<file path="src/rtl/core/rqfh_pkg.sv">
`default_nettype none
package rqfh_pkg;

  localparam int COORD_W   = 24;
  localparam int DIFF_W    = 25;
  localparam int CROSS_W   = 51;
  localparam int LO_W      = 26;
  localparam int HI_W      = CROSS_W - LO_W;
  localparam int MUL_B_W   = 27;
  localparam int PROD_W    = DIFF_W + MUL_B_W;
  localparam int ACC_W     = 80;
  localparam int NUM_CORNER_COORDS = 9;

  localparam logic [1:0] LAST_COMP      = 2'd2;
  localparam logic [1:0] LAST_CROSS_GRP = 2'd1;
  localparam logic [1:0] LAST_DOT_GRP   = 2'd3;

  localparam logic [1:0] GRP_P   = 2'd0;
  localparam logic [1:0] GRP_DET = 2'd0;
  localparam logic [1:0] GRP_UN  = 2'd1;
  localparam logic [1:0] GRP_VN  = 2'd2;
  localparam logic [1:0] GRP_TN  = 2'd3;

  typedef enum logic [1:0] {
    REQ_ADD    = 2'd0,
    REQ_REMOVE = 2'd1,
    REQ_CLEAR  = 2'd2,
    REQ_QUERY  = 2'd3
  } req_type_t;

  typedef enum logic [1:0] {
    ST_OK        = 2'd0,
    ST_DUPLICATE = 2'd1,
    ST_NOT_FOUND = 2'd2,
    ST_FULL      = 2'd3
  } status_t;

  typedef struct packed {
    logic [1:0]                req_type;
    logic [7:0]                screen_id;
    logic signed [COORD_W-1:0] vec_a_x;
    logic signed [COORD_W-1:0] vec_a_y;
    logic signed [COORD_W-1:0] vec_a_z;
    logic signed [COORD_W-1:0] vec_b_x;
    logic signed [COORD_W-1:0] vec_b_y;
    logic signed [COORD_W-1:0] vec_b_z;
    logic signed [COORD_W-1:0] vec_c_x;
    logic signed [COORD_W-1:0] vec_c_y;
    logic signed [COORD_W-1:0] vec_c_z;
  } req_t;

  typedef struct packed {
    logic       success;
    logic [7:0] hit_id;
    logic [1:0] status;
  } res_t;

  typedef logic [NUM_CORNER_COORDS-1:0][COORD_W-1:0] corners_t;

  typedef struct packed {
    logic       latch;
    logic       rd;
    logic       chk;
    logic       load;
    logic       mac;
    logic       dec;
    logic       fin;
    logic       phase_dot;
    logic [1:0] grp;
    logic [1:0] comp;
    logic       half;
  } cmd_t;

  typedef struct packed {
    logic start_clear;
    logic want_compute;
  } sts_t;

endpackage
`default_nettype wire

</file>
<file path="src/rtl/core/rqfh_ctrl.sv">
`default_nettype none
module rqfh_ctrl #(
  parameter int MAX_SCREENS = 8,
  parameter int IDX_W = 3
) (
  input  wire logic              clk,
  input  wire logic              rst_n,
  input  wire logic              start,
  output logic                   busy,
  input  wire rqfh_pkg::sts_t    sts,
  output rqfh_pkg::cmd_t         cmd,
  output logic [IDX_W-1:0]       idx
);

  typedef enum logic [6:0] {
    S_IDLE = 7'b0000001,
    S_RD   = 7'b0000010,
    S_CHK  = 7'b0000100,
    S_LOAD = 7'b0001000,
    S_MAC  = 7'b0010000,
    S_DEC  = 7'b0100000,
    S_FIN  = 7'b1000000
  } state_t;

  localparam logic [IDX_W-1:0] LAST_IDX = IDX_W'(MAX_SCREENS - 1);

  state_t state_r, state_nxt;
  logic [IDX_W-1:0] idx_r, idx_nxt;
  logic       phase_r, phase_nxt;
  logic [1:0] grp_r, grp_nxt;
  logic [1:0] comp_r, comp_nxt;
  logic       half_r, half_nxt;
  logic       last_slot;

  assign last_slot = (idx_r == LAST_IDX);

  always_comb begin
    state_nxt = state_r;
    idx_nxt   = idx_r;
    phase_nxt = phase_r;
    grp_nxt   = grp_r;
    comp_nxt  = comp_r;
    half_nxt  = half_r;
    cmd       = '0;
    cmd.phase_dot = phase_r;
    cmd.grp   = grp_r;
    cmd.comp  = comp_r;
    cmd.half  = half_r;
    case (state_r)
      S_IDLE: begin
        if (start) begin
          cmd.latch = 1'b1;
          idx_nxt   = '0;
          state_nxt = sts.start_clear ? S_FIN : S_RD;
        end
      end
      S_RD: begin
        cmd.rd    = 1'b1;
        state_nxt = S_CHK;
      end
      S_CHK: begin
        cmd.chk = 1'b1;
        if (sts.want_compute) begin
          state_nxt = S_LOAD;
        end else if (last_slot) begin
          state_nxt = S_FIN;
        end else begin
          idx_nxt   = idx_r + 1'b1;
          state_nxt = S_RD;
        end
      end
      S_LOAD: begin
        cmd.load  = 1'b1;
        phase_nxt = 1'b0;
        grp_nxt   = '0;
        comp_nxt  = '0;
        half_nxt  = 1'b0;
        state_nxt = S_MAC;
      end
      S_MAC: begin
        cmd.mac  = 1'b1;
        half_nxt = ~half_r;
        if (half_r) begin
          if (comp_r == rqfh_pkg::LAST_COMP) begin
            comp_nxt = '0;
            if (!phase_r && grp_r == rqfh_pkg::LAST_CROSS_GRP) begin
              phase_nxt = 1'b1;
              grp_nxt   = '0;
            end else if (phase_r && grp_r == rqfh_pkg::LAST_DOT_GRP) begin
              state_nxt = S_DEC;
            end else begin
              grp_nxt = grp_r + 1'b1;
            end
          end else begin
            comp_nxt = comp_r + 1'b1;
          end
        end
      end
      S_DEC: begin
        cmd.dec = 1'b1;
        if (last_slot) begin
          state_nxt = S_FIN;
        end else begin
          idx_nxt   = idx_r + 1'b1;
          state_nxt = S_RD;
        end
      end
      S_FIN: begin
        cmd.fin   = 1'b1;
        state_nxt = S_IDLE;
      end
      default: begin
        state_nxt = S_IDLE;
      end
    endcase
  end

  always_ff @(posedge clk) begin
    if (!rst_n) begin
      state_r <= S_IDLE;
      idx_r   <= '0;
      phase_r <= 1'b0;
      grp_r   <= '0;
      comp_r  <= '0;
      half_r  <= 1'b0;
    end else begin
      state_r <= state_nxt;
      idx_r   <= idx_nxt;
      phase_r <= phase_nxt;
      grp_r   <= grp_nxt;
      comp_r  <= comp_nxt;
      half_r  <= half_nxt;
    end
  end

  assign busy = (state_r != S_IDLE);
  assign idx  = idx_r;

endmodule
`default_nettype wire

</file>
<file path="config.mk">
export PLATFORM = sky130hd
export DESIGN_NAME = rqfh_ctrl
export DESIGN_NICKNAME = d
export VERILOG_FILES = /design/src/rtl/core/rqfh_pkg.sv /design/src/rtl/core/rqfh_ctrl.sv
export SDC_FILE = /design/constraint.sdc
export NUM_CORES = 1
export LEC_CHECK = 0
export BUFFER_PORTS_ARGS = -buffer_cell sky130_fd_sc_hd__clkbuf_2
export CAP_MARGIN = 20
export CORE_MARGIN = 2
export CORE_UTILIZATION = 41
export CTS_BUF_LIST = sky130_fd_sc_hd__clkbuf_2 sky130_fd_sc_hd__clkbuf_4 sky130_fd_sc_hd__clkbuf_8
export DETAILED_ROUTE_END_ITERATION = 8
export GPL_TIMING_DRIVEN = 0
export SYNTH_ARGS = -nofsm -noshare
export SYNTH_HDL_FRONTEND = slang
export SYNTH_SLANG_ARGS = --single-unit
</file>
<file path="constraint.sdc">
create_clock -name clk -period 3 [get_ports clk]
set_input_delay 0.45 -clock clk [delete_from_list [all_inputs] [get_ports clk]]
set_output_delay 0.45 -clock clk [all_outputs]
set_load 0.02 [all_outputs]
</file>
Word-level counts from Yosys, hierarchy flattened
Index checks and enable logic that the tools add are counted.
{ "totals": {"output_inout_bits": 17, "reg_bits": 16, "input_bits": 5, "wordCells": 74} }
{ "op_classes": {"bitwise": 1, "n_reduce_logical": 10, "eq_ne": 20, "muxes": 34, "addsub": 3} }
{ "op_table": {"columns": ["op", "n"], "rows": [
  ["$mux W7", 8],
  ["$pmux W7 S6", 1],
  ["$ne A2 B2 Y1 const B", 7],
  ["$mux W2", 6],
  ["$mux W1", 11],
  ["$mux W3", 3],
  ["$pmux W3 S3", 1],
  ["$pmux W2 S2", 2],
  ["$reduce_and A4 Y1", 2],
  ["$eq A7 B1 Y1 const B", 1],
  ["$eq A7 B2 Y1 const B", 1],
  ["$eq A7 B3 Y1 const B", 1],
  ["$eq A7 B4 Y1 const B", 1],
  ["$eq A7 B5 Y1 const B", 1],
  ["$eq A7 B6 Y1 const B", 1],
  ["$eq A7 B7 Y1 const B", 1],
  ["$ne A7 B1 Y1 const B", 1],
  ["$reduce_and A5 Y1", 1],
  ["$add A2 B1 Y2 const B", 2],
  ["$eq A2 B2 Y1 const B", 2],
  ["$pmux W1 S2", 2],
  ["$add A3 B1 Y3 const B", 1],
  ["$eq A3 B3 Y1 const B", 1],
  ["$ne A3 B3 Y1 const B", 1],
  ["other kinds (8)", 9]
]} }

Longest topological paths before layout
Gate-level depths: netlist of run 1.
{ "logic_depth": {"word_depth": 7, "depth_mapped": 6, "depth_no_buf": 6} }

Worst setup path before layout of run 1
No wires, ideal clock.
{ "synth_timing": {"path_type": "flip-flop to output port", "from": "register state_r[5]", "to": "output port cmd[8] (netlist bit)", "slack_ns": 1.459, "path_buffers": 1, "arrival_ns": 1.091, "stages_incl_launch_ff": 5, "t_required_ns": 2.550, "path_cell_list": "dfxtp_1 nor3_4 nand3_4 clkinv_2 buf_4"} }
{ "synth_rtl": {"columns": ["element", "line_no", "source"], "rows": [
  ["from (decl)", "rqfh_ctrl.sv:27", "state_t state_r, state_nxt;"],
  ["from (signal assigned)", "rqfh_ctrl.sv:127", "state_r <= state_nxt;"],
  ["to (decl)", "rqfh_ctrl.sv:11", "output rqfh_pkg::cmd_t cmd,"]
]} }

==> results of run 1 <==
==> through the flow <==
step           total power [mW]  instance area (sq um)  setup slack [ns]
2_1_floorplan             0.303                    932              1.46
3_3_place_gp              0.329                   1070              1.19
3_5_place_dp              0.330                   1070              1.18
4_1_cts                   0.475                   1110             0.843
5_1_grt                   0.495                   1110             0.730
6_report                  0.467                   1110             0.868
==> flip-flops by register name, indices dropped and copies added, names as in the netlist <==
signal / flops
grp_r: 2
state_r: 7
comp_r: 2
idx: 3
half_r: 1
phase_r: 1
==> worst reg2reg max path, delay by kind of cell, from the launching register on <==
kind	cells	cell delay [ns]
DFF	1	0.41
and+or+nand+nor	3	0.72
AOI/OAI and AO/OA	1	0.32
==> power by group through the flow <==
stage	Clock (mW)	Combinational [mW]	Sequential, mW
after floorplan	0	0.0705	0.232
after global placement	0	0.0944	0.234
after detailed placement	0	0.0956	0.234
after CTS	0.150	0.0961	0.229
after global routing	0.159	0.106	0.231
final	0.143	0.0952	0.229
==> layout by cell type (no fill, tap or decap), types with 2 or more instances in the layout <==
cell / n
clkbuf_2: 21
dfxtp_1: 16
nor2_1: 9
nand2_1: 9
inv_1: 5
nand4_1: 4
buf_4: 4
nor2b_1: 3
nand3_1: 3
and3_1: 3
o211a_1: 3
clkbuf_4: 3
nor3_4: 2
and4b_1: 2
clkbuf_1: 2
o21ai_2: 2
a21oi_1: 2
xor2_1: 2
nor3b_1: 2
o221ai_1: 2
o32ai_1: 2
a32o_1: 2
ha_1: 2
==> path summary, 6_finish.rpt <==
path                            slack, ns  cells after the start    endpoint  startpoint
worst max register to register       1.45                      4  state_r[6]  state_r[5]
worst min register to register       0.51                      2    grp_r[1]     phase_r
worst min-delay path                 0.43                      2  state_r[3]      sts[0]
worst max-delay path                 0.87                      5      cmd[8]  state_r[5]
==> logic make-up after synthesis <==
logic type               after synthesis
AO/OA/AOI/OAI                         24
flip-flops                            16
buffers and inverters                 12
adder cells (fa/ha/maj)                2
AND/OR/NAND/NOR                       45
XOR/XNOR                               3
==> layout make-up <==
type / instances / area, sq um
clock buffers: 4 / 36.3
repair buffers: 21 / 105
well taps: 28 / 35.0
inverters: 6 / 23.8
fillers: 238 / 1080
multi-input cells: 74 / 551
plain buffers: 6 / 37.5
flip-flops and latches: 16 / 320
==> metal layers <==
| metal | part of all wire, % | vias up | GRT usage (%) |
|---|---|---|---|
| met4 | 0.69 | 0 | 5.26 |
| met2 | 48 | 5 | 26.5 |
| met1 | 50 | 413 | 23.1 |
| met3 | 1.5 | 2 | 3.45 |
| li1 | - | 438 | - |
| met5 | 0 | - | 0 |
==> run metrics, run 1 <==
status=finished clean; post-synthesis sequential area ratio=34.4%; Worst Path Buf+Inv=3; gpl congestion=0.715; switching power=0.142 mW; CTS H-tree lvls=1; # hold bufs at CTS=0; Num CTS Buffers=3; average size of a mapped cell=9.14 sq um; Yosys reg bits=16; Fmax=469 MHz; antenna violations before repair=0; share of the synthesized area in the top cell type=34.4%; Max-cap violations=0; DRC viols=0; Port Buf Inserts=21; IO Pins=22; clk_skew=0.00772 ns; Power Density=422 nW/um^2; Fin Setup TNS=0 ns; CP Capture Type=output port; RSZ-0062 raised after global routing=no; initial drt markers=16; global route overflow=0; num rows=17; asr flop ratio synth=0%; final core utilization=50.6%; clk sinks=16; Net count, final=135; Simple-Gate Fraction of Synth Area=30.7%; final hold vios=0; crit path DAT=1.68 ns; Comb pwr share=20.4%; Crit-path slowest cell=nor3_4; die width=51.7 um; vias per inst=5.54; fin crit share=71.1%; Hold/Removal Path Class=in2reg; Compound-Gate Fraction of Synth Area=22.8%; cell with the most instances after synthesis=dfxtp_1; GRT Total Usage=16.8%; synth warn=0; Final min period=2.13 ns; clk_lat worst skew=0.28 ns; Synth Instances=102; most area-consuming cells after synthesis=dfxtp_1, nand2_1, nor2_1, nor3_4, o211a_1; DR pass1 iterations=4; Post-Synth Adder-Cell Area=2.68%; Post-Synthesis Net Count=109; type of the worst setup path=reg2out; Setup Buffers After CTS=0; Synth Area in XOR/XNOR=2.82%; leakage power=0.528 nW; actual slew at the worst max-slew pin=0.495 ns; Distinct cells, synth=42; layout cells sized above 1=29.9%; WL/cell=13.1 um; Post-synth top cells=dfxtp_1, nand2_1, nor2_1; Worst Setup Start Kind=flop; detailed-route via count=858; largest area contributor in the netlist=dfxtp_1; area grow syn2layout=18.9%; mux contribution to synthesized area=0%; Starting Density=42.5%; Net Sw Frac=30.3%; final setup fails=0; Inst Count DP=151; clock buffer depth=2; post-DP HPWL=1540 um; vias in the first global route=721; Max-slew headroom=67.0%; Worst-path clk slew=0.10 ns; Antenna diodes=0; critical path peak fanout=7; Fin Hold WS=0.426 ns; peak supply drop=0.000203 V; Int Pwr=0.326 mW; delay-heaviest family, CP=simple AND/OR/NAND/NOR gates; Post-CTS Resized=0; Post-synth EDFFs=0; CTS tree=done; CP required=2.55 ns; Top FF cell, synth=dfxtp_1; Core ar.=2190 sq um; first-pass GRT wire length=3370 um; pin count of the biggest net entering global routing=11; Die H=51.7 um; Routed Antenna Nets=0; Layout Cells excl Fill=155; max-slew violations=0; Flop pwr share=49.0%; crit-path cells=nor3_4 > nand3_4 > clkinv_2 > buf_4 > clkbuf_2; die area=2670 sq um; WL final=2030 um; mapped cell area=932 sq um; largest family of logic cells by synthesized area=simple AND/OR/NAND/NOR gates; Critical Path Max Stage Delay=0.42 ns; clock root cell=clkbuf_4; Clk pwr share=30.6%
Note: power is estimated with default switching activity, not from simulation.
==> run 2, diff against run 1 <==
==> constraint.sdc (replaced) <==
create_clock -name clk -period 2.1 [get_ports clk]
set_input_delay 0.315 -clock clk [delete_from_list [all_inputs] [get_ports clk]]
set_output_delay 0.315 -clock clk [all_outputs]
set_load 0.02 [all_outputs]
==> run 2 against run 1 <==
Compared with the run above: worst setup slack got worse by 0.71 ns; non-clock buffer count rose by 2; sequential power rose by 43%; clock power rose by 43%; design area rose by 1.4%; critical endpoint unchanged; largest power group unchanged; highest routed layer unchanged.
==> run metrics, run 2 (synthesized netlist as in run 1, its figures left out) <==
CTS tree=done (unchanged); Hold Crit Depth=2 (unchanged); clock root cell=clkbuf_4 (unchanged); area grow syn2layout=20.5% (was 18.9%); commonest non-fill, non-tap cell in the layout=clkbuf_2 (unchanged); Largest register FFs=7 (unchanged); num rows=17 (unchanged); CP Capture Type=output port (unchanged); Area after DPL=1070 sq um (unchanged); antenna violations before repair=0 (unchanged); Fin Setup TNS=0 ns (unchanged); Net count, final=137 (was 135); post-DP HPWL=1540 um (unchanged); Port Buf Inserts=21 (unchanged); DRC viols=0 (unchanged); clk_skew=0.00856 ns (was 0.00772 ns); actual slew at the worst max-slew pin=0.496 ns (was 0.495 ns); first-pass GRT wire length=3370 um (unchanged); Routed Antenna Nets=0 (unchanged); Hold/Removal Path Class=in2reg (unchanged); peak supply drop=0.000290 V (was 0.000203 V); critical path peak fanout=7 (unchanged); first element of the critical path=state_r[0] (was state_r[5]); WP depth=5 (unchanged); detailed-route via count=851 (was 858); Worst Setup Start Kind=flop (unchanged); status=finished clean (unchanged); Critical Path Max Stage Delay=0.40 ns (was 0.42 ns); clk sinks=16 (unchanged); R2R cell count=4 (unchanged); Crit-path slowest cell=nor2_1 (was nor3_4); layout cells sized above 1=31.0% (was 29.9%); max-slew violations=0 (unchanged); Final min period=1.95 ns; IO Pins=22 (unchanged); final setup fails=0 (unchanged); vias per inst=5.42 (was 5.54); WL/cell=13.0 um (was 13.1 um); crit path to=cmd[8] (unchanged); die area=2670 sq um (unchanged); Biggest register=state_r (unchanged); Max-cap violations=0 (unchanged); Fmax=514 MHz; final hold vios=0 (unchanged); pin count of the biggest net entering global routing=11 (unchanged); die width=51.7 um (unchanged); delay-heaviest family, CP=simple AND/OR/NAND/NOR gates (unchanged); Filler cells=238 (unchanged); RR Startpoint=state_r[2] (was state_r[5]); crit path DAT=1.63 ns (was 1.68 ns); Starting Density=42.5% (unchanged); clk_lat worst skew=0.28 ns (about the same); DR pass1 iterations=4 (unchanged); CTS H-tree lvls=1 (unchanged); CP required=1.78 ns (was 2.55 ns); Worst Path Buf+Inv=3 (unchanged); global route overflow=0 (unchanged); Antenna diodes=0 (unchanged); Final Instance Area=1120 sq um (was 1110 sq um); vias in the first global route=721 (unchanged); leakage power=0.537 nW (was 0.528 nW); Num CTS Buffers=3 (unchanged); Die H=51.7 um (unchanged); Core ar.=2190 sq um (unchanged); fin crit share=92.7%; initial drt markers=12 (was 16); most frequent cells in the layout=clkbuf_2, dfxtp_1, nor2_1, nand2_1, buf_4 (was clkbuf_2, dfxtp_1, nor2_1, nand2_1, inv_1); GRT Total Usage=16.8% (unchanged); Worst-path clk slew=0.10 ns (about the same); worst r2r dst=idx[0] (was state_r[6]); RSZ-0062 raised after global routing=no (unchanged); Power Density=601 nW/um^2 (was 422 nW/um^2); Tot Pwr=0.676 mW (was 0.467 mW); WL final=2040 um (was 2030 um); FF-to-FF setup slack=0.61 ns (was 1.45 ns); clock buffer depth=2 (unchanged); gpl congestion=0.715 (unchanged); Max-slew headroom=66.9% (was 67.0%); crit-path cells=nor2_1 > nand3_4 > clkinv_2 > buf_4 > clkbuf_2 (was nor3_4 > nand3_4 > clkinv_2 > buf_4 > clkbuf_2); # hold bufs at CTS=0 (unchanged); final core utilization=51.3% (was 50.6%); type of the worst setup path=reg2out (unchanged)
[run 2: cell types whose count changed in the layout (fill, tap and decap cells not counted), sizes merged]
cell,before,now
buf,4,6
[run 2: cell type report]
class	instances	area, sq um	area share, %
sequential	16	320	28.5
inverter	6	23.8	2.12
multi-input combinational	74	551	49.0
timing repair buffer	23	120	10.7
tap	28	35.0	3.12
buffer	6	37.5	3.34
clock buffer	4	36.3	3.23
[run 2: worst min path at each step]
| stage | from | end | slack [ns] |
|---|---|---|---|
| 2_1_floorplan | sts[0] | state_r[3] | 0.46 |
| 6_report | sts[0] | state_r[3] | 0.29 |
| 4_1_cts | sts[0] | state_r[3] | 0.28 |
| 3_3_place_gp | phase_r | grp_r[1] | 0.50 |
| 5_1_grt | sts[0] | state_r[3] | 0.28 |
| 3_5_place_dp | phase_r | grp_r[1] | 0.50 |
[run 2: per-stage QoR]
stage,worst slack (ns),hold slack [ns],cells
6_report,0.154,0.290,157
5_1_grt,0.0106,0.276,157
4_1_cts,0.0782,0.279,155
3_5_place_dp,0.412,0.502,151
3_3_place_gp,0.423,0.497,151
2_1_floorplan,0.665,0.461,102
[run 2: layer usage]
| layer | GRT usage (%) | part of all wire [%] |
|---|---|---|
| met5 | 0 | 0 |
| met4 | 5.26 | 0.69 |
| met3 | 3.45 | 1.7 |
| met2 | 26.5 | 48 |
| met1 | 23.1 | 50 |
[run 2: worst reg2reg max path: cells and delay by family (launching register included)]
kind,cells,cell delay [ns]
AO/OA/AOI/OAI,3,0.55
flip-flops,1,0.51
AND/OR/NAND/NOR,1,0.31
[run 2: what timing repair did]
item | CTS | global route
endpoints found under the setup margin | 0 | 1
setup buffers | 0 | 2
resized for setup | 0 | 0
[run 2: power breakdown]
group | internal (mW) | switching [mW] | leakage [nW]
clock | 0.105 | 0.0990 | 0.0210
sequential | 0.312 | 0.0149 | 0.129
combinational | 0.0541 | 0.0897 | 0.387
total | 0.472 | 0.204 | 0.537
==> run 3, diff against run 2 <==
--- a/config.mk
+++ b/config.mk
@@ -7,11 +7,12 @@
 export LEC_CHECK = 0
 export BUFFER_PORTS_ARGS = -buffer_cell sky130_fd_sc_hd__clkbuf_2
 export CAP_MARGIN = 20
-export CORE_MARGIN = 2
+export CORE_MARGIN = 10
 export CORE_UTILIZATION = 41
 export CTS_BUF_LIST = sky130_fd_sc_hd__clkbuf_2 sky130_fd_sc_hd__clkbuf_4 sky130_fd_sc_hd__clkbuf_8
 export DETAILED_ROUTE_END_ITERATION = 8
 export GPL_TIMING_DRIVEN = 0
+export PLACE_DENSITY = 0.64
 export SYNTH_ARGS = -nofsm -noshare
 export SYNTH_HDL_FRONTEND = slang
 export SYNTH_SLANG_ARGS = --single-unit
==> run 3 against run 2 <==
Compared with the run above: clock-buffer cell count did not move; highest routed layer unchanged; worst setup slack got worse by 0.0073 ns; critical path type unchanged; global-route usage down 5.9 points; non-clock buffer count unchanged; first-iteration DRC count grew 100%; wire length is 15% higher; via count is 1.6% higher; sequential share of layout area is 0.31 points lower.
==> run metrics, run 3 (synthesized netlist as in run 1, its figures left out) <==
antenna violations before repair=0 (unchanged); WL/cell=14.9 um (was 13.0 um); Routed Antenna Nets=0 (unchanged); Num CTS Buffers=3 (unchanged); Post-CTS Resized=0 (unchanged); Core ar.=2190 sq um (unchanged); Final min period=1.95 ns (about the same); peak supply drop=0.000445 V (was 0.000290 V); first-pass GRT wire length=3960 um (was 3370 um); Worst-path clk slew=0.10 ns (about the same); Fin Setup TNS=0 ns (unchanged); delay-heaviest family, CP=simple AND/OR/NAND/NOR gates (unchanged); CP Capture Type=output port (unchanged); pin count of the biggest net entering global routing=11 (unchanged); Net count, final=137 (unchanged); leakage power=0.543 nW (was 0.537 nW); status=finished clean (unchanged); Port Buf Inserts=21 (unchanged); Antenna diodes=0 (unchanged); final setup fails=0 (unchanged); Worst Path Buf+Inv=3 (unchanged); DR pass1 iterations=4 (unchanged); most frequent cells in the layout=clkbuf_2, dfxtp_1, nor2_1, nand2_1 (was clkbuf_2, dfxtp_1, nor2_1, nand2_1, buf_4); WL final=2350 um (was 2040 um); CTS tree=done (unchanged); WP depth=5 (unchanged); Hold/Removal Path Class=in2reg (unchanged); clock root cell=clkbuf_4 (unchanged); final hold vios=0 (unchanged); initial drt markers=24 (was 12); DRC viols=0 (unchanged); max-slew violations=0 (unchanged); Power Density=607 nW/um^2 (was 601 nW/um^2); Biggest register=state_r (unchanged); fin crit share=93.0% (was 92.7%); crit-path cells=nor2_1 > nand3_4 > clkinv_2 > buf_4 > clkbuf_2 (unchanged); Filler cells=233 (was 238); Max-slew headroom=67.4% (was 66.9%); Largest register FFs=7 (unchanged); Starting Density=42.5% (unchanged); R2R cell count=4 (unchanged); die width=67.7 um (was 51.7 um); detailed-route via count=865 (was 851); clock buffer depth=2 (unchanged); vias per inst=5.51 (was 5.42); post-DP HPWL=1780 um (was 1540 um); num rows=17 (unchanged); Hold Crit Depth=2 (unchanged); Fmax=512 MHz (was 514 MHz); area grow syn2layout=21.9% (was 20.5%); clk_lat worst skew=0.29 ns (was 0.28 ns); clk sinks=16 (unchanged); IO Pins=22 (unchanged); Worst Setup Start Kind=flop (unchanged); vias in the first global route=847 (was 721); final core utilization=51.9% (was 51.3%); GRT Total Usage=10.9% (was 16.8%); critical path peak fanout=7 (unchanged); Max-cap violations=0 (unchanged); die area=4580 sq um (was 2670 sq um); RSZ-0062 raised after global routing=no (unchanged); actual slew at the worst max-slew pin=0.489 ns (was 0.496 ns); clk_skew=0.00498 ns (was 0.00856 ns); type of the worst setup path=reg2out (unchanged); CP required=1.78 ns (about the same); crit path DAT=1.64 ns (was 1.63 ns); layout cells sized above 1=31.0% (unchanged); CTS H-tree lvls=1 (unchanged); Crit-path slowest cell=nor2_1 (unchanged); global route overflow=0 (unchanged); Critical Path Max Stage Delay=0.40 ns (about the same); commonest non-fill, non-tap cell in the layout=clkbuf_2 (unchanged); Die H=67.7 um (was 51.7 um); gpl congestion=0.723 (was 0.715)
-- run 3: cell counts in the layout (fill, tap and decap cells not counted) --
Identical to the previous run, type by type.
-- run 3: final cells by class --
cell class | instances | area [sq um] | area share [%]
Clock buffer | 4 | 36.3 | 3.19
Sequential cell | 16 | 320 | 28.2
Multi-Input combinational cell | 74 | 551 | 48.5
Timing Repair Buffer | 23 | 133 | 11.7
Buffer | 6 | 37.5 | 3.30
Tap cell | 28 | 35.0 | 3.08
Inverter | 6 | 23.8 | 2.09
-- run 3: where the power goes --
group | internal (mW) | switching (mW)
Sequential | 0.312 | 0.0157
Clock | 0.106 | 0.104
Combinational | 0.0599 | 0.0924
Total | 0.478 | 0.212
-- run 3: metrics by stage --
stage / power [mW] / instance area (sq um) / instances / hold WS, ns / setup WS (ns)
3_3_place_gp: 0.470 / 1070 / 151 / 0.494 / 0.425
4_1_cts: 0.678 / 1110 / 155 / 0.267 / 0.0532
6_report: 0.689 / 1140 / 157 / 0.265 / 0.147
3_5_place_dp: 0.473 / 1070 / 151 / 0.497 / 0.394
5_1_grt: 0.728 / 1140 / 157 / 0.264 / 0.0153
2_1_floorplan: 0.433 / 932 / 102 / 0.461 / 0.665
-- run 3: metal layers --
layer	global-route usage, %	vias to the layer above	wire length, um
met4	3.59	0	24
met5	0	-	0
met3	4.13	4	118
li1	-	432	-
met2	18.8	15	1210
met1	12.0	414	994
-- run 3: worst reg2reg max path: cells and delay by family, from the launching register on --
kind / cells / cell delay (ns)
compound gates: 3 / 0.52
flops: 1 / 0.53
simple gates: 1 / 0.33
-- run 3: final timing paths --
path | start | end | slack [ns]
min | sts[0] | state_r[3] | 0.27
min reg2reg | phase_r | grp_r[1] | 0.51
max reg2reg | state_r[2] | idx[0] | 0.60
max | state_r[0] | cmd[8] | 0.15
-- run 3: what timing repair did --
item / in CTS / in global routing
setup buffers: 0 / 2
hold buffers: 0 / 0
endpoints found under the setup margin: 0 / 3
hold endpoints to repair: 0 / 0
